## config.mk

```make
export PLATFORM = sky130hd
export DESIGN_NAME = rgbc_filter
export DESIGN_NICKNAME = d
export VERILOG_FILES = /design/src/rtl/core/rgbc_pkg.sv /design/src/rtl/core/rgbc_filter.sv
export SDC_FILE = /design/constraint.sdc
export NUM_CORES = 2
export LEC_CHECK = 0
export ABC_AREA = 0
export BUFFER_PORTS_ARGS = -buffer_cell sky130_fd_sc_hd__buf_2
export CORE_AREA = 2 2 204 256
export CTS_BUF_LIST = sky130_fd_sc_hd__clkbuf_8 sky130_fd_sc_hd__clkbuf_16
export DETAILED_ROUTE_END_ITERATION = 10
export DIE_AREA = 0 0 206 258
export GPL_TIMING_DRIVEN = 0
export PLACE_DENSITY = 0.69
export SYNTH_ARGS = -nofsm -noshare
export SYNTH_HDL_FRONTEND = slang
export SYNTH_SLANG_ARGS = --single-unit
```

## constraint.sdc

```tcl
create_clock -name clk -period 12 [get_ports clk]
set_input_delay 2.4 -clock clk [delete_from_list [all_inputs] [get_ports clk]]
set_output_delay 2.4 -clock clk [all_outputs]
set_load 0.03 [all_outputs]
```

## src/rtl/core/rgbc_pkg.sv

```systemverilog
// Shared types, constants and kernel arithmetic for the 3x3 RGB filter.
// No dependencies; every other file of the filter but rgbc_ram imports this package.
`timescale 1ns / 1ps

package rgbc_pkg;

	// Line store geometry
	localparam int MAX_WIDTH = 2048;
	localparam int COL_W     = $clog2(MAX_WIDTH);
	localparam int WEFF_W    = $clog2(MAX_WIDTH + 1);
	localparam int PEND_W    = $clog2(MAX_WIDTH + 2);

	// Field and register widths
	localparam int WIDTH_W  = 12;
	localparam int HEIGHT_W = 16;
	localparam int CHAN_W   = 8;
	localparam int PIX_W    = 3 * CHAN_W;
	localparam int LINE_W   = 2 * PIX_W;
	localparam int ADDR_W   = 4;
	localparam int DATA_W   = 32;

	// Kernel sum range: -1020..4080 fits signed 13 bits
	localparam int SUM_W = 13;

	// floor(x/9) as (x * ceil(2^16/9)) >> 16, exact for x below 32768
	localparam int BOX_SHIFT = 16;
	localparam int BOX_MUL   = ((1 << BOX_SHIFT) + 8) / 9;
	localparam int PROD_W    = 25;

	// Register indexes on paddr[3:2]
	localparam logic [1:0] REG_WIDTH  = 2'd0;
	localparam logic [1:0] REG_HEIGHT = 2'd1;
	localparam logic [1:0] REG_KSEL   = 2'd2;

	// Input word commands
	localparam logic CMD_PIXEL = 1'b0;
	localparam logic CMD_DRAIN = 1'b1;

	typedef enum logic [1:0] {
		KER_BOX   = 2'd0,
		KER_GAUSS = 2'd1,
		KER_SOBX  = 2'd2,
		KER_SOBY  = 2'd3
	} kernel_t;

	typedef logic [CHAN_W-1:0] chan_t;
	typedef logic [PIX_W-1:0]  pix_t;
	typedef pix_t [2:0][2:0]   window_t;  // [row, 0 oldest][column, 0 oldest]
	typedef chan_t [8:0]       taps_t;

	// Per-word result decision, made at acceptance
	typedef struct packed {
		logic emit;
		logic interior;
		logic done;
	} tag_t;

	// Weighted sum of the nine taps of one channel
	function automatic logic signed [SUM_W-1:0] kernel_sum(input taps_t t, input kernel_t k);
		logic signed [SUM_W-1:0] v [9];
		logic signed [SUM_W-1:0] s;
		for (int i = 0; i < 9; i++) begin
			v[i] = $signed(SUM_W'(t[i]));
		end
		case (k)
			KER_BOX: begin
				s = v[0] + v[1] + v[2] + v[3] + v[4] + v[5] + v[6] + v[7] + v[8];
			end
			KER_GAUSS: begin
				s = v[0] + v[2] + v[6] + v[8] + ((v[1] + v[3] + v[5] + v[7]) <<< 1)
					+ (v[4] <<< 2);
			end
			KER_SOBX: begin
				s = (v[6] + (v[7] <<< 1) + v[8]) - (v[0] + (v[1] <<< 1) + v[2]);
			end
			KER_SOBY: begin
				s = (v[2] + (v[5] <<< 1) + v[8]) - (v[0] + (v[3] <<< 1) + v[6]);
			end
			default: begin
				s = '0;
			end
		endcase
		return s;
	endfunction

	// Scale or clamp a kernel sum to one output channel
	function automatic chan_t kernel_scale(input logic signed [SUM_W-1:0] s, input kernel_t k);
		logic [PROD_W-1:0] prod;
		chan_t r;
		prod = PROD_W'(s[SUM_W-2:0]) * PROD_W'(BOX_MUL);
		case (k)
			KER_BOX: begin
				r = prod[BOX_SHIFT +: CHAN_W];
			end
			KER_GAUSS: begin
				r = s[4 +: CHAN_W];
			end
			default: begin
				if (s < 0) begin
					r = '0;
				end else if (s > 255) begin
					r = '1;
				end else begin
					r = s[CHAN_W-1:0];
				end
			end
		endcase
		return r;
	endfunction

endpackage

```

## src/rtl/core/rgbc_filter.sv

```systemverilog
// Kernel sums, scaling and the result register.
// Depends on rgbc_pkg for the kernel functions.
`timescale 1ns / 1ps

module rgbc_filter (
	input  logic              clk,
	input  logic              arst_n,
	input  logic              s2_valid,
	input  rgbc_pkg::tag_t    s2_tag,
	input  rgbc_pkg::window_t win,
	input  rgbc_pkg::kernel_t kernel,
	output logic              s2_free,
	input  logic              out_ready,
	output logic              out_valid,
	output rgbc_pkg::chan_t   out_blue,
	output rgbc_pkg::chan_t   out_green,
	output rgbc_pkg::chan_t   out_red,
	output logic              image_done
);

	import rgbc_pkg::*;

	logic                    s3_valid_q;
	logic signed [SUM_W-1:0] sum_s3 [3];
	logic                    interior_s3;
	logic                    done_s3;
	logic                    out_valid_q;
	chan_t                   out_ch_q [3];
	logic                    out_done_q;

	taps_t                   taps [3];
	logic signed [SUM_W-1:0] sum [3];
	logic                    o_free;
	logic                    s3_free;
	logic                    s3_load;

	assign o_free  = !out_valid_q || out_ready;
	assign s3_free = !s3_valid_q || o_free;
	assign s2_free = !s2_valid || !s2_tag.emit || s3_free;
	assign s3_load = s2_valid && s2_tag.emit && s3_free;

	// Gather taps per channel and sum them
	always_comb begin
		for (int ch = 0; ch < 3; ch++) begin
			for (int i = 0; i < 9; i++) begin
				taps[ch][i] = win[i / 3][i % 3][ch * CHAN_W +: CHAN_W];
			end
			sum[ch] = kernel_sum(taps[ch], kernel);
		end
	end

	// Stage 3: registered sums
	always_ff @(posedge clk or negedge arst_n) begin
		if (!arst_n) begin
			s3_valid_q <= 1'b0;
		end else if (s3_load) begin
			s3_valid_q <= 1'b1;
		end else if (o_free) begin
			s3_valid_q <= 1'b0;
		end
	end

	always_ff @(posedge clk) begin
		if (s3_load) begin
			for (int ch = 0; ch < 3; ch++) begin
				sum_s3[ch] <= sum[ch];
			end
			interior_s3 <= s2_tag.interior;
			done_s3     <= s2_tag.done;
		end
	end

	// Result register; border results read zero
	always_ff @(posedge clk or negedge arst_n) begin
		if (!arst_n) begin
			out_valid_q <= 1'b0;
		end else if (s3_valid_q && o_free) begin
			out_valid_q <= 1'b1;
		end else if (out_ready) begin
			out_valid_q <= 1'b0;
		end
	end

	always_ff @(posedge clk) begin
		if (s3_valid_q && o_free) begin
			for (int ch = 0; ch < 3; ch++) begin
				out_ch_q[ch] <= interior_s3 ? kernel_scale(sum_s3[ch], kernel) : '0;
			end
			out_done_q <= done_s3;
		end
	end

	assign out_valid  = out_valid_q;
	assign out_blue   = out_ch_q[0];
	assign out_green  = out_ch_q[1];
	assign out_red    = out_ch_q[2];
	assign image_done = out_done_q;

endmodule

```

==> results_dict.tcl <==
set metrics [dict create \
    fillers 4408 \
    ant_nets 0 \
    cts_setup_buffers 0 \
    cts.sinks 68 \
    drt_iter0_drc 672 \
    r2r-start "sum_s3[0][20]" \
    grt_max_degree 29 \
    ctsLongestPathBuffers 2 \
    avgSynthCellArea_um2 10.5 \
    finalHoldViolations 0 \
    cp-start-kind "input port" \
    endpoint_kind "register" \
    start_util_pct 52.0 \
    core_area_mm2 0.0510 \
    drt_drc_violations_left 0 \
    ys_seq_area_share_pct 7.66 \
    htree_num_levels 3 \
    crit_start "win[41]" \
    syn_inst 2536 \
    synth_top_family_by_area "adder cells" \
    gp_congestion 0.951 \
    row_count 93 \
    min_period_over_period_pct 67.4 \
    synthMuxAreaShare_pct 1.56 \
    post-dp-hpwl_um 57800 \
    overflow 0 \
    drv_slew 0 \
    synth_area_leaders "fa_1, ha_1, inv_1, edfxtp_1, xnor2_1" \
    fin_crit_ns 8.09 \
    ys_warn_count 0 \
    grt_pass1_vias 21500 \
    final_cell_mix "inv_1, fa_1, ha_1, buf_2, a21oi_1" \
    cp.required_ns 12.16 \
    synth_xor_area_share_pct 4.23 \
    via_per_inst 5.27 \
    firstDrtPassIters 7 \
    synthAdderAreaFrac_pct 63.6 \
    yosys.area.top_type_share_pct 43.5 \
    cts_buffers 9 \
    final_cell_count_no_fill 3468 \
    clk_pin_slew_ns 0.06 \
    yosys_register_bits 68 \
    cp.arrival_ns 8.25 \
    wl_per_cell_um 18.3 \
    synth_area_mm2 0.0265 \
    areaGrowthSynthToFinish_pct 9.18 \
    diodes 0 \
    yosys.area_share.simple_pct 4.44 \
    synth_top_cell_by_area "fa_1" \
    status "finished, final reports clean" \
    criticalPathCategory "in -> reg" \
    cts_resized 0 \
    dieArea_mm2 0.0531 \
    fmax_mhz 124 \
    synth_edf_count 66 \
    portBuffers 250 \
    clkLatencyLatePin_ns 0.37 \
    grt_usage_pct 25.7 \
    grt_pass1_wl_um 107000 \
    vias 18300 \
    setup_viol 0 \
    die_height_um 258 \
    wl_um 63500 \
    ios 252 \
    cts_tree "done" \
    antenna_found_initial 0 \
    rsz0062_at_grt "false" \
    synthFlopType "edfxtp_1" \
    async_reset_ff_share_pct 2.94 \
    drive_gt1_share_pct 10.7 \
    layout_commonest_cell "inv_1" \
    final_nets 4025 \
    skew_ns 0.0162 \
    syn-num-nets 3763 \
    min_from "done_s3" \
    max_slew_margin_pct 13.3 \
    tns_ns 0 \
    die_w_um 206 \
    ctsHoldBuffers 0 \
    clockRootBuffer "clkbuf_16" \
    hp-class "reg -> reg" \
    dpl.cell_count 3452 \
    ys_types 64 \
    tightest_slew_ns 1.30 \
    path_max_fanout 3 \
    synth_compound_area_share_pct 8.46 \
    cap_violations 0 \
]
sequential cells by signal, indices dropped and copies added, names as in the netlist:
register	cells
done_s3	1
s3_valid_q	1
interior_s3	1
out_ch_q	24
sum_s3	39
image_done	1
out_valid	1
metrics by stage:
step | cell area, µm² | utilization, % | hold slack (ns) | setup WS (ns)
2_1_floorplan | 26500 | - | 0.400 | 4.41
3_3_place_gp | 28600 | 56.1 | 0.409 | 3.66
4_1_cts | 28900 | 56.8 | 0.421 | 3.88
6_report | 28900 | 56.8 | 0.419 | 3.91
3_5_place_dp | 28600 | 56.2 | 0.407 | 3.53
5_1_grt | 28900 | 56.8 | 0.428 | 3.59
synthesized netlist by cell type (4+ instances only):
library cell	n
nor2_1	89
nand2b_1	18
mux4_2	17
a21o_1	44
ha_1	426
nor3_1	16
a221oi_1	5
xnor2_1	82
clkbuf_1	17
o21bai_1	25
nand4_1	6
o22ai_1	18
xor2_1	46
o21a_1	14
nand2_1	71
o21ai_0	61
a21oi_1	111
a211oi_1	10
or3_1	4
o41ai_1	4
a31oi_1	11
nand3_1	20
o211ai_1	6
inv_1	690
fa_1	576
nor2b_1	9
o21ai_1	12
edfxtp_1	66
and3_1	7
critical path, stage by stage:
cell and delay (ns):
buf_2 0.14, inv_1 0.07, fa_1 0.55, fa_1 0.41
inv_1 0.06, ha_1 0.17, inv_1 0.07, fa_1 0.46
inv_1 0.07, a21oi_1 0.08, o21ai_0 0.35, xnor2_1 0.18
fa_1 0.47, fa_1 0.52, fa_1 0.55, inv_1 0.06
ha_1 0.31, o21a_1 0.15, o41ai_2 0.35, nor4bb_1 0.36
o41ai_1 0.13, a21oi_1 0.33
routing by layer:
metal,share of wire (%),up-vias,wire (µm),track usage [%]
li1,-,8504,-,-
met1,39,9235,24600,30.8
met2,54,421,34500,48.0
met3,3.3,120,2120,2.13
met4,3.5,0,2220,8.71
met5,0,-,0,0
cell type report:
class | instances | area, µm² | area share, %
well taps | 665 | 832 | 2.87
repair buffers | 251 | 1270 | 4.39
plain buffers | 20 | 75.1 | 0.259
flip-flops and latches | 68 | 2030 | 7.02
multi-input cells | 1757 | 21800 | 75.4
inverters | 691 | 2590 | 8.96
clock inverters | 7 | 98.8 | 0.341
clock buffers | 9 | 225 | 0.778
final timing paths:
kind / to / slack [ns] / cells past startpoint
hold / removal: image_done / 0.42 / 0
max in group asynchronous: out_valid / 10.09 / 1
hold reg to reg: image_done / 0.42 / 0
min in group asynchronous: s3_valid_q / 1.81 / 1
setup reg to reg: out_ch_q[0][15] / 6.60 / 16
setup / recovery: sum_s3[0][37] / 3.91 / 22
kinds of logic after synthesis:
kind of cell | Yosys count
fa+ha+maj | 1002
simple gates | 254
xor+xnor | 128
compound gates | 353
flops | 68
mux | 20
buf+inv | 711
Power is not shown: default switching activity piles up to over one toggle a cycle in this logic, so the estimate is an artifact.
