$ cat src/rtl/core/rgbc_pkg.sv
// Shared types, constants and kernel arithmetic for the 3x3 RGB filter.
// No dependencies; every other file of the filter but rgbc_ram imports this package.
`timescale 1ns / 1ps

package rgbc_pkg;

	// Line store geometry
	localparam int MAX_WIDTH = 2048;
	localparam int COL_W     = $clog2(MAX_WIDTH);
	localparam int WEFF_W    = $clog2(MAX_WIDTH + 1);
	localparam int PEND_W    = $clog2(MAX_WIDTH + 2);

	// Field and register widths
	localparam int WIDTH_W  = 12;
	localparam int HEIGHT_W = 16;
	localparam int CHAN_W   = 8;
	localparam int PIX_W    = 3 * CHAN_W;
	localparam int LINE_W   = 2 * PIX_W;
	localparam int ADDR_W   = 4;
	localparam int DATA_W   = 32;

	// Kernel sum range: -1020..4080 fits signed 13 bits
	localparam int SUM_W = 13;

	// floor(x/9) as (x * ceil(2^16/9)) >> 16, exact for x below 32768
	localparam int BOX_SHIFT = 16;
	localparam int BOX_MUL   = ((1 << BOX_SHIFT) + 8) / 9;
	localparam int PROD_W    = 25;

	// Register indexes on paddr[3:2]
	localparam logic [1:0] REG_WIDTH  = 2'd0;
	localparam logic [1:0] REG_HEIGHT = 2'd1;
	localparam logic [1:0] REG_KSEL   = 2'd2;

	// Input word commands
	localparam logic CMD_PIXEL = 1'b0;
	localparam logic CMD_DRAIN = 1'b1;

	typedef enum logic [1:0] {
		KER_BOX   = 2'd0,
		KER_GAUSS = 2'd1,
		KER_SOBX  = 2'd2,
		KER_SOBY  = 2'd3
	} kernel_t;

	typedef logic [CHAN_W-1:0] chan_t;
	typedef logic [PIX_W-1:0]  pix_t;
	typedef pix_t [2:0][2:0]   window_t;  // [row, 0 oldest][column, 0 oldest]
	typedef chan_t [8:0]       taps_t;

	// Per-word result decision, made at acceptance
	typedef struct packed {
		logic emit;
		logic interior;
		logic done;
	} tag_t;

	// Weighted sum of the nine taps of one channel
	function automatic logic signed [SUM_W-1:0] kernel_sum(input taps_t t, input kernel_t k);
		logic signed [SUM_W-1:0] v [9];
		logic signed [SUM_W-1:0] s;
		for (int i = 0; i < 9; i++) begin
			v[i] = $signed(SUM_W'(t[i]));
		end
		case (k)
			KER_BOX: begin
				s = v[0] + v[1] + v[2] + v[3] + v[4] + v[5] + v[6] + v[7] + v[8];
			end
			KER_GAUSS: begin
				s = v[0] + v[2] + v[6] + v[8] + ((v[1] + v[3] + v[5] + v[7]) <<< 1)
					+ (v[4] <<< 2);
			end
			KER_SOBX: begin
				s = (v[6] + (v[7] <<< 1) + v[8]) - (v[0] + (v[1] <<< 1) + v[2]);
			end
			KER_SOBY: begin
				s = (v[2] + (v[5] <<< 1) + v[8]) - (v[0] + (v[3] <<< 1) + v[6]);
			end
			default: begin
				s = '0;
			end
		endcase
		return s;
	endfunction

	// Scale or clamp a kernel sum to one output channel
	function automatic chan_t kernel_scale(input logic signed [SUM_W-1:0] s, input kernel_t k);
		logic [PROD_W-1:0] prod;
		chan_t r;
		prod = PROD_W'(s[SUM_W-2:0]) * PROD_W'(BOX_MUL);
		case (k)
			KER_BOX: begin
				r = prod[BOX_SHIFT +: CHAN_W];
			end
			KER_GAUSS: begin
				r = s[4 +: CHAN_W];
			end
			default: begin
				if (s < 0) begin
					r = '0;
				end else if (s > 255) begin
					r = '1;
				end else begin
					r = s[CHAN_W-1:0];
				end
			end
		endcase
		return r;
	endfunction

endpackage

$ cat src/rtl/core/rgbc_ctrl.sv
// Configuration registers, APB access and stream position counters.
// Decides at acceptance whether a word releases a result. Depends on rgbc_pkg.
`timescale 1ns / 1ps

module rgbc_ctrl (
	input  logic                       clk,
	input  logic                       arst_n,
	input  logic                       psel,
	input  logic                       penable,
	input  logic                       pwrite,
	input  logic [rgbc_pkg::ADDR_W-1:0] paddr,
	input  logic [rgbc_pkg::DATA_W-1:0] pwdata,
	output logic [rgbc_pkg::DATA_W-1:0] prdata,
	output logic                       pready,
	input  logic                       acc,
	input  logic                       cmd,
	output logic [rgbc_pkg::COL_W-1:0] rd_col,
	output rgbc_pkg::tag_t             tag,
	output rgbc_pkg::kernel_t          kernel
);

	import rgbc_pkg::*;

	logic [WIDTH_W-1:0]  width_q;
	logic [HEIGHT_W-1:0] height_q;
	kernel_t             ksel_q;
	logic [COL_W-1:0]    col_q;
	logic [HEIGHT_W-1:0] row_q;
	logic [COL_W-1:0]    ocol_q;
	logic [HEIGHT_W-1:0] orow_q;
	logic [PEND_W-1:0]   pend_q;

	logic [WEFF_W-1:0]   w_eff;
	logic [HEIGHT_W-1:0] h_eff;
	logic                wr_cyc;
	logic                restart_cfg;
	logic                col_last;
	logic                row_last;
	logic                ocol_last;
	logic                orow_last;
	logic                pend_full;
	logic                pos_interior;
	logic                out_done;

	// Effective geometry
	always_comb begin
		if (width_q == '0) begin
			w_eff = WEFF_W'(1);
		end else if (32'(width_q) > MAX_WIDTH) begin
			w_eff = WEFF_W'(MAX_WIDTH);
		end else begin
			w_eff = WEFF_W'(width_q);
		end
		h_eff = (height_q == '0) ? HEIGHT_W'(1) : height_q;
	end

	assign wr_cyc      = psel && penable && pwrite;
	assign restart_cfg = wr_cyc && (paddr[3:2] == REG_WIDTH || paddr[3:2] == REG_HEIGHT);

	// Position compares
	assign col_last  = (WEFF_W'(col_q) == w_eff - WEFF_W'(1));
	assign row_last  = (row_q == h_eff - HEIGHT_W'(1));
	assign ocol_last = (WEFF_W'(ocol_q) == w_eff - WEFF_W'(1));
	assign orow_last = (orow_q == h_eff - HEIGHT_W'(1));
	assign out_done  = ocol_last && orow_last;
	assign pend_full = (pend_q > PEND_W'(w_eff));

	assign pos_interior = (w_eff >= WEFF_W'(3)) && (h_eff >= HEIGHT_W'(3))
		&& (orow_q != '0) && !orow_last && (ocol_q != '0) && !ocol_last;

	// Result decision for the word at the input
	always_comb begin
		if (cmd == CMD_DRAIN) begin
			tag.emit     = (pend_q != '0);
			tag.interior = 1'b0;
		end else begin
			tag.emit     = pend_full;
			tag.interior = pos_interior;
		end
		tag.done = out_done;
	end

	// Configuration registers
	always_ff @(posedge clk or negedge arst_n) begin
		if (!arst_n) begin
			width_q  <= WIDTH_W'(640);
			height_q <= HEIGHT_W'(480);
			ksel_q   <= KER_BOX;
		end else if (wr_cyc) begin
			case (paddr[3:2])
				REG_WIDTH: begin
					width_q <= pwdata[WIDTH_W-1:0];
				end
				REG_HEIGHT: begin
					height_q <= pwdata[HEIGHT_W-1:0];
				end
				REG_KSEL: begin
					ksel_q <= kernel_t'(pwdata[1:0]);
				end
				default: begin
				end
			endcase
		end
	end

	// Stream position and owed result count
	always_ff @(posedge clk or negedge arst_n) begin
		if (!arst_n) begin
			col_q  <= '0;
			row_q  <= '0;
			ocol_q <= '0;
			orow_q <= '0;
			pend_q <= '0;
		end else if (restart_cfg) begin
			col_q  <= '0;
			row_q  <= '0;
			ocol_q <= '0;
			orow_q <= '0;
			pend_q <= '0;
		end else if (acc) begin
			if (cmd == CMD_DRAIN) begin
				if (pend_q <= PEND_W'(1)) begin
					col_q  <= '0;
					row_q  <= '0;
					ocol_q <= '0;
					orow_q <= '0;
					pend_q <= '0;
				end else begin
					pend_q <= pend_q - PEND_W'(1);
					if (out_done) begin
						ocol_q <= '0;
						orow_q <= '0;
					end else if (ocol_last) begin
						ocol_q <= '0;
						orow_q <= orow_q + HEIGHT_W'(1);
					end else begin
						ocol_q <= ocol_q + COL_W'(1);
					end
				end
			end else begin
				if (col_last) begin
					col_q <= '0;
					row_q <= row_last ? '0 : row_q + HEIGHT_W'(1);
				end else begin
					col_q <= col_q + COL_W'(1);
				end
				if (pend_full) begin
					if (out_done) begin
						ocol_q <= '0;
						orow_q <= '0;
					end else if (ocol_last) begin
						ocol_q <= '0;
						orow_q <= orow_q + HEIGHT_W'(1);
					end else begin
						ocol_q <= ocol_q + COL_W'(1);
					end
				end else begin
					pend_q <= pend_q + PEND_W'(1);
				end
			end
		end
	end

	// Register readback
	always_comb begin
		case (paddr[3:2])
			REG_WIDTH: begin
				prdata = DATA_W'(width_q);
			end
			REG_HEIGHT: begin
				prdata = DATA_W'(height_q);
			end
			REG_KSEL: begin
				prdata = DATA_W'(ksel_q);
			end
			default: begin
				prdata = '0;
			end
		endcase
	end

	assign pready = 1'b1;
	assign rd_col = col_q;
	assign kernel = ksel_q;

endmodule

$ cat config.mk
export PLATFORM = sky130hd
export DESIGN_NAME = rgbc_ctrl
export DESIGN_NICKNAME = d
export VERILOG_FILES = /design/src/rtl/core/rgbc_pkg.sv /design/src/rtl/core/rgbc_ctrl.sv
export SDC_FILE = /design/constraint.sdc
export NUM_CORES = 1
export LEC_CHECK = 0
export BUFFER_PORTS_ARGS = -buffer_cell sky130_fd_sc_hd__buf_2
export CAP_MARGIN = 25
export CORE_AREA = 2 2 115 117
export CTS_BUF_LIST = sky130_fd_sc_hd__clkbuf_4 sky130_fd_sc_hd__clkbuf_8
export CTS_CLUSTER_SIZE = 16
export DETAILED_ROUTE_END_ITERATION = 16
export DIE_AREA = 0 0 117 119
export GPL_ROUTABILITY_DRIVEN = 0
export PLACE_DENSITY = 0.77
export SETUP_SLACK_MARGIN = 0.4
export SYNTH_ARGS = -nofsm -noshare
export SYNTH_HDL_FRONTEND = slang
export SYNTH_SLANG_ARGS = --single-unit
$ cat constraint.sdc
create_clock -name clk -period 4.1 [get_ports clk]
set_input_delay 0.82 -clock clk [delete_from_list [all_inputs] [get_ports clk]]
set_output_delay 0.82 -clock clk [all_outputs]
set_load 0.02 [all_outputs]
==> impl_metrics.env, run 1 <==
export IMPL_outcome="finished, violations left"
export IMPL_violations="setup timing"
export IMPL_crit_type="reg2out"
export IMPL_grt_pass1_wl_mm=31.40
export IMPL_numPortBuffers=56
export IMPL_hold_violations=0
export IMPL_antenna_found_initial=0
export IMPL_cpPeakStageDelay_ns=0.57
export IMPL_dr_total_vias=6884
export IMPL_clkTransAtPathRegs_ns=0.08
export IMPL_die_height_um=119
export IMPL_cp_arrival_ns=3.79
export IMPL_slew_violations=0
export IMPL_hold_path_class="in2async"
export IMPL_drt_iter0_drc=771
export IMPL_clock_skew_ns=0.01204
export IMPL_timing_rr_start="height_q[12]"
export IMPL_design_area_um2=8059
export IMPL_synth_edf_count=0
export IMPL_dieArea_um2=13920
export IMPL_diodes=0
export IMPL_cp_slowest_cell="or4_4"
export IMPL_final_cells=1083
export IMPL_ys_warnings_count=0
export IMPL_fp_coreArea_um2=12870
export IMPL_nNetsFinal=969
export IMPL_area_delta_synth_final_pct=17.43
export IMPL_grt_max_degree=81
export IMPL_start_util=0.5330
export IMPL_io_pins=92
export IMPL_syn_area_per_cell_um2=8.278
export IMPL_critical_path_top_delay_family="simple AND/OR/NAND/NOR gates"
export IMPL_drc=0
export IMPL_finalSetupViolations=2
export IMPL_drive_above_1_share=0.2723
export IMPL_period_minus_slack_ns=4.607
export IMPL_ctsRootBufferMaster="clkbuf_8"
export IMPL_cts_num_sinks=80
export IMPL_crit_start="height_q[12]"
export IMPL_max_freq_mhz=217.1
export IMPL_multi_input_area_um2=4711
export IMPL_synthCells=829
export IMPL_fillCellCount=1131
export IMPL_ir_worst_vdd_uv=378.0
export IMPL_rsz0062_at_grt="true"
export IMPL_synth_ff_type="dfrtp_1"
export IMPL_grt_pass1_vias=6317
export IMPL_max_cap_violations=0
export IMPL_period_share=1.124
export IMPL_clockBufferDepth=2
export IMPL_grt_overflow_total=0
export IMPL_routed_wl_mm=19.84
export IMPL_synthArstFlopShare=1.000
export IMPL_chipWidth_um=117
export IMPL_netlist_area_um2=6863
export IMPL_final_antenna_net_count=0
export IMPL_yosysUniqueCellTypes=81
export IMPL_seq_area_um2=2009
export IMPL_crit_buf_inv=1
export IMPL_placed_area_um2=7531
export IMPL_cts_max_level=3
export IMPL_cts_tree="done"
export IMPL_dp_cells=1058
export IMPL_post_dp_hpwl_mm=13.81
export IMPL_critPathLaunchType="flop"
export IMPL_tightest_slew_ns=0.9875
export IMPL_maxSlewHeadroom=0.3381
export IMPL_total_power_uw=3917
export IMPL_path_common_cell="or4_4"
export IMPL_worst_path_max_fanout=3
export IMPL_final_setup_worst_slack_ns=-0.5071
export IMPL_cts_buffers_inserted=9
export IMPL_critPathCaptureType="output port"
export IMPL_ys_seq_area_frac=0.2928
export IMPL_power_density_nw_per_um2=486.1
export IMPL_hold_buffers=0
export IMPL_fp_row_count=42
export IMPL_p_leak_uw=0.003353
export IMPL_drt_first_pass_iters=7
export IMPL_grtUsageTotal=0.2830
export IMPL_worst_ep_required_time_ns=3.28
export IMPL_crit_chain="or4_4, nor4_4, a21oi_1, ha_2, nor3b_4, a311oi_2, o2bb2ai_1, nor2_1, or3b_1, or4_4, and3_4, buf_6"
export IMPL_vias_per_cell=6.356
export IMPL_routedWlPerCell_um=18.32
export IMPL_synth_seq_cells=80
export IMPL_insertion_delay_ns=0.38
## power by group
group,switching (uW),internal [uW]
Combinational,1170,890
Sequential,297,962
Clock,319,281
Total,1780,2130
## registers in the layout, indices dropped and copies added, names as in the netlist
name	count
ocol_q	11
pend_q	12
orow_q	16
width_q	12
rd_col	11
height_q	16
kernel	2
## per-stage QoR
step	util	TNS [ns]	hold WS, ns	setup slack [ns]
6_report	0.6259	-0.9747	0.2560	-0.5071
5_1_grt	0.6259	-1.208	0.2490	-0.6063
4_1_cts	0.6039	-0.8660	0.5440	-0.4622
3_5_place_dp	0.5849	-0.08529	0.5233	-0.06727
3_3_place_gp	0.5845	-0.05083	0.5234	-0.04848
2_1_floorplan	-	-0.05797	0.5244	-0.04962
## cells in the final DEF (no fill, tap or decap), drive strengths merged, types with 12 or more instances in the layout
cell    instances
a22o           12
and2           15
nand3          49
nand4          15
a211oi         12
inv            28
xnor2          24
and3           13
mux2           31
a21oi          36
nor3           23
nor4           26
dfrtp          74
mux2i          18
nand2          65
nor2           68
buf           122
conb           17
ha             24
o21ai          39
## layer usage
metal | vias up | GRT usage | wire, um
li1 | 3193 | - | -
met1 | 3320 | 0.3793 | 8413
met2 | 322 | 0.4480 | 9576
met3 | 49 | 0.04733 | 1302
met4 | 0 | 0.1228 | 550
met5 | - | 0 | 0
## final timing paths
check / endpoint / depth (start not counted) / slack (ns)
worst min-delay path: height_q[11] / 1 / 0.26
worst max-delay path: tag[1] / 12 / -0.51
worst max register to register: orow_q[9] / 14 / 0.27
min in group clk: kernel[0] / 1 / 0.54
max in group asynchronous: width_q[7] / 2 / 3.25
worst min register to register: kernel[0] / 1 / 0.54
## synthesized netlist by cell type, types with 6 or more instances
cell | instances | area [um^2]
dfrtp_1 | 74 | 1852
nor2_1 | 68 | 255.2
nand2_1 | 65 | 244.0
nand3_1 | 49 | 245.2
clkbuf_1 | 44 | 165.2
o21ai_0 | 39 | 195.2
a21oi_1 | 35 | 175.2
mux2_2 | 31 | 349.1
inv_1 | 28 | 105.1
ha_1 | 24 | 300.3
xnor2_1 | 24 | 210.2
nor3_1 | 23 | 115.1
nor4_1 | 22 | 137.6
buf_4 | 18 | 135.1
mux2i_1 | 18 | 180.2
nand4_1 | 15 | 93.84
and2_1 | 13 | 81.33
and3_1 | 13 | 81.33
a211oi_1 | 12 | 90.09
a22o_1 | 12 | 105.1
a21o_1 | 11 | 82.58
nor2b_1 | 11 | 68.82
xor2_1 | 11 | 96.34
o32ai_1 | 9 | 78.83
a31o_2 | 8 | 70.07
a31oi_1 | 8 | 50.05
buf_2 | 8 | 40.04
or3_1 | 8 | 50.05
o41ai_1 | 7 | 61.31
or2_2 | 7 | 43.79
dfstp_2 | 6 | 157.7
o2111ai_1 | 6 | 52.55
or4_1 | 6 | 45.04
## final cells by class
| cell class | count | share of cell area |
|---|---|---|
| repair buffers | 122 | 0.1014 |
| inverters | 28 | 0.01304 |
| clock buffers | 9 | 0.01537 |
| flip-flops and latches | 80 | 0.2493 |
| clock inverters | 7 | 0.009005 |
| multi-input cells | 661 | 0.5845 |
| well taps | 176 | 0.02732 |
## kinds of logic (layout without fill, tap and decap cells)
family / count (synthesis) / count (layout) / share of synthesized area
simple gates: 335 / 335 / 0.2616
other cells: 2 / 17 / 0.001094
buf+inv: 103 / 166 / 0.06983
mux: 49 / 49 / 0.07712
compound gates: 201 / 201 / 0.2091
fa+ha+maj: 24 / 24 / 0.04376
flops: 80 / 80 / 0.2928
xor+xnor: 35 / 35 / 0.04467
## timing repair
item | in CTS | in global routing
endpoints found under the setup margin | 19 | 30
cloned | 0 | 0
gates resized for setup | 8 | 44
buffers inserted | 1 | 7
endpoints found under the hold margin | 0 | 0
pin swaps | 2 | 12
(Power assumes the default switching activity.)
==> run 2: changes to the inputs <==
--- a/config.mk
+++ b/config.mk
@@ -13,6 +13,7 @@
 export DETAILED_ROUTE_END_ITERATION = 16
 export DIE_AREA = 0 0 117 119
 export GPL_ROUTABILITY_DRIVEN = 0
+export MAX_ROUTING_LAYER = met4
 export PLACE_DENSITY = 0.77
 export SETUP_SLACK_MARGIN = 0.4
 export SYNTH_ARGS = -nofsm -noshare
==> run 2 against run 1 <==
  * The flow still finishes with violations (setup timing)
  * Final cell count unchanged
  * Utilization unchanged
  * Clock skew up 0.00064 ns
  * Design area unchanged
  * Power about the same
  * Sequential share of layout area unchanged
  * Critical endpoint unchanged
  * Via count about the same
  * Highest routed layer unchanged
  * Die area unchanged
  * Routed wire length about the same
==> impl_metrics.env, run 2 (synthesis results as in run 1) <==
export IMPL_reg_top3="height_q x16, orow_q x16"
export IMPL_critPathCaptureType="output port"
export IMPL_maxSlewHeadroom=0.3468
export IMPL_final_antenna_net_count=0
export IMPL_nNetsFinal=969
export IMPL_fp_coreArea_um2=12870
export IMPL_post_dp_hpwl_mm=13.81
export IMPL_grt_pass1_vias=6294
export IMPL_violations="setup timing"
export IMPL_fin_hold_ws_ns=0.2585
export IMPL_clockBufferDepth=2
export IMPL_hold_violations=0
export IMPL_cts_tree="done"
export IMPL_grt_pass1_wl_mm=31.40
export IMPL_hold_path_class="in2async"
export IMPL_grt_max_degree=81
export IMPL_ir_worst_vdd_uv=380.3
export IMPL_power_density_nw_per_um2=486.4
export IMPL_ctsRootBufferMaster="clkbuf_8"
export IMPL_routed_wl_mm=19.85
export IMPL_critPathLaunchType="flop"
export IMPL_clkTransAtPathRegs_ns=0.08
export IMPL_antenna_found_initial=0
export IMPL_fp_row_count=42
export IMPL_dieArea_um2=13920
export IMPL_die_height_um=119
export IMPL_worst_ep_required_time_ns=3.28
export IMPL_drive_above_1_share=0.2723
export IMPL_rsz0062_at_grt="true"
export IMPL_drt_iter0_drc=723
export IMPL_dp_cells=1058
export IMPL_final_setup_worst_slack_ns=-0.5030
export IMPL_period_minus_slack_ns=4.603
export IMPL_layout_common_cells="74 x dfrtp_1, 66 x nor2_1, 65 x nand2_1, 65 x buf_4, 54 x buf_2"
export IMPL_io_pins=92
export IMPL_drc=0
export IMPL_crit_type="reg2out"
export IMPL_total_power_uw=3920
export IMPL_tightest_slew_ns=0.9745
export IMPL_area_delta_synth_final_pct=17.43
export IMPL_cp_arrival_ns=3.78
export IMPL_insertion_delay_ns=0.39
export IMPL_outcome="finished, violations left"
export IMPL_cts_max_level=3
export IMPL_routedWlPerCell_um=18.33
export IMPL_final_core_util=0.6259
export IMPL_diodes=0
export IMPL_clock_skew_ns=0.01268
export IMPL_period_share=1.123
export IMPL_numPortBuffers=56
export IMPL_chipWidth_um=117
export IMPL_max_cap_violations=0
export IMPL_finalSetupViolations=2
export IMPL_cts_num_sinks=80
export IMPL_max_freq_mhz=217.3
export IMPL_final_cells=1083
export IMPL_dr_total_vias=6880
export IMPL_cts_buffers_inserted=9
export IMPL_vias_per_cell=6.353
export IMPL_layout_commonest_cell="dfrtp_1"
export IMPL_grtUsageTotal=0.2909
export IMPL_slew_violations=0
export IMPL_grt_overflow_total=0
export IMPL_worst_path_max_fanout=3
export IMPL_p_leak_uw=0.003353
export IMPL_start_util=0.5330
export IMPL_drt_first_pass_iters=7
[run 2: through the flow]
step                worst slack (ns)  cell area [um^2]  setup TNS (ns)
floorplan                   -0.04962              6967        -0.05797
global placement            -0.04848              7526        -0.05083
detailed placement          -0.06727              7531        -0.08529
CTS                          -0.4622              7775         -0.8660
global route                 -0.6088              8059          -1.213
finish                       -0.5030              8059         -0.9696
[run 2: worst max-delay path: stages (launching register included)]
cell and delay, ns:
dfrtp_1 0.40, or4_4 0.56, nor4_4 0.30, a21oi_1 0.12, ha_2 0.20, nor3b_4 0.16
a311oi_2 0.19, o2bb2ai_1 0.17, nor2_1 0.08, or3b_1 0.36, or4_4 0.56, and3_4 0.17
buf_6 0.12
[run 2: cell type report]
type / count / area (um^2)
Multi-Input combinational cell: 661 / 4711
Fill cell: 1131 / 4816
Inverter: 28 / 105.1
Tap cell: 176 / 220.2
Clock inverter: 7 / 72.57
Sequential cell: 80 / 2009
Clock buffer: 9 / 123.9
Timing Repair Buffer: 122 / 817.0
[run 2: what timing repair did]
action / CTS / global route
hold buffers: 0 / 0
buffers inserted: 1 / 7
pin swaps: 2 / 12
endpoints found under the setup margin: 19 / 30
gates resized for setup: 8 / 44
[run 2: path summary, 6_finish.rpt]
| kind | endpoint | start | cells past startpoint | slack (ns) |
|---|---|---|---|---|
| min in group clk | kernel[0] | kernel[0] | 1 | 0.54 |
| setup / recovery | tag[1] | height_q[12] | 12 | -0.50 |
| max in group asynchronous | width_q[7] | arst_n | 2 | 3.24 |
| hold / removal | height_q[13] | arst_n | 1 | 0.26 |
| hold reg to reg | kernel[0] | kernel[0] | 1 | 0.54 |
| setup reg to reg | orow_q[9] | height_q[12] | 14 | 0.27 |
[run 2: metal layers]
layer,share of wire,track usage,up-vias
li1,-,-,3200
met1,0.42,0.3799,3289
met2,0.49,0.4487,335
met3,0.067,0.04682,56
met4,0.029,0.1206,0
met5,0,-,-
[run 2: power by group]
group	switching, uW	internal (uW)	leakage, uW
Sequential	295	962	0.00102
Combinational	1170	890	0.00224
Clock	324	281	0.0000952
Total	1790	2130	0.00335
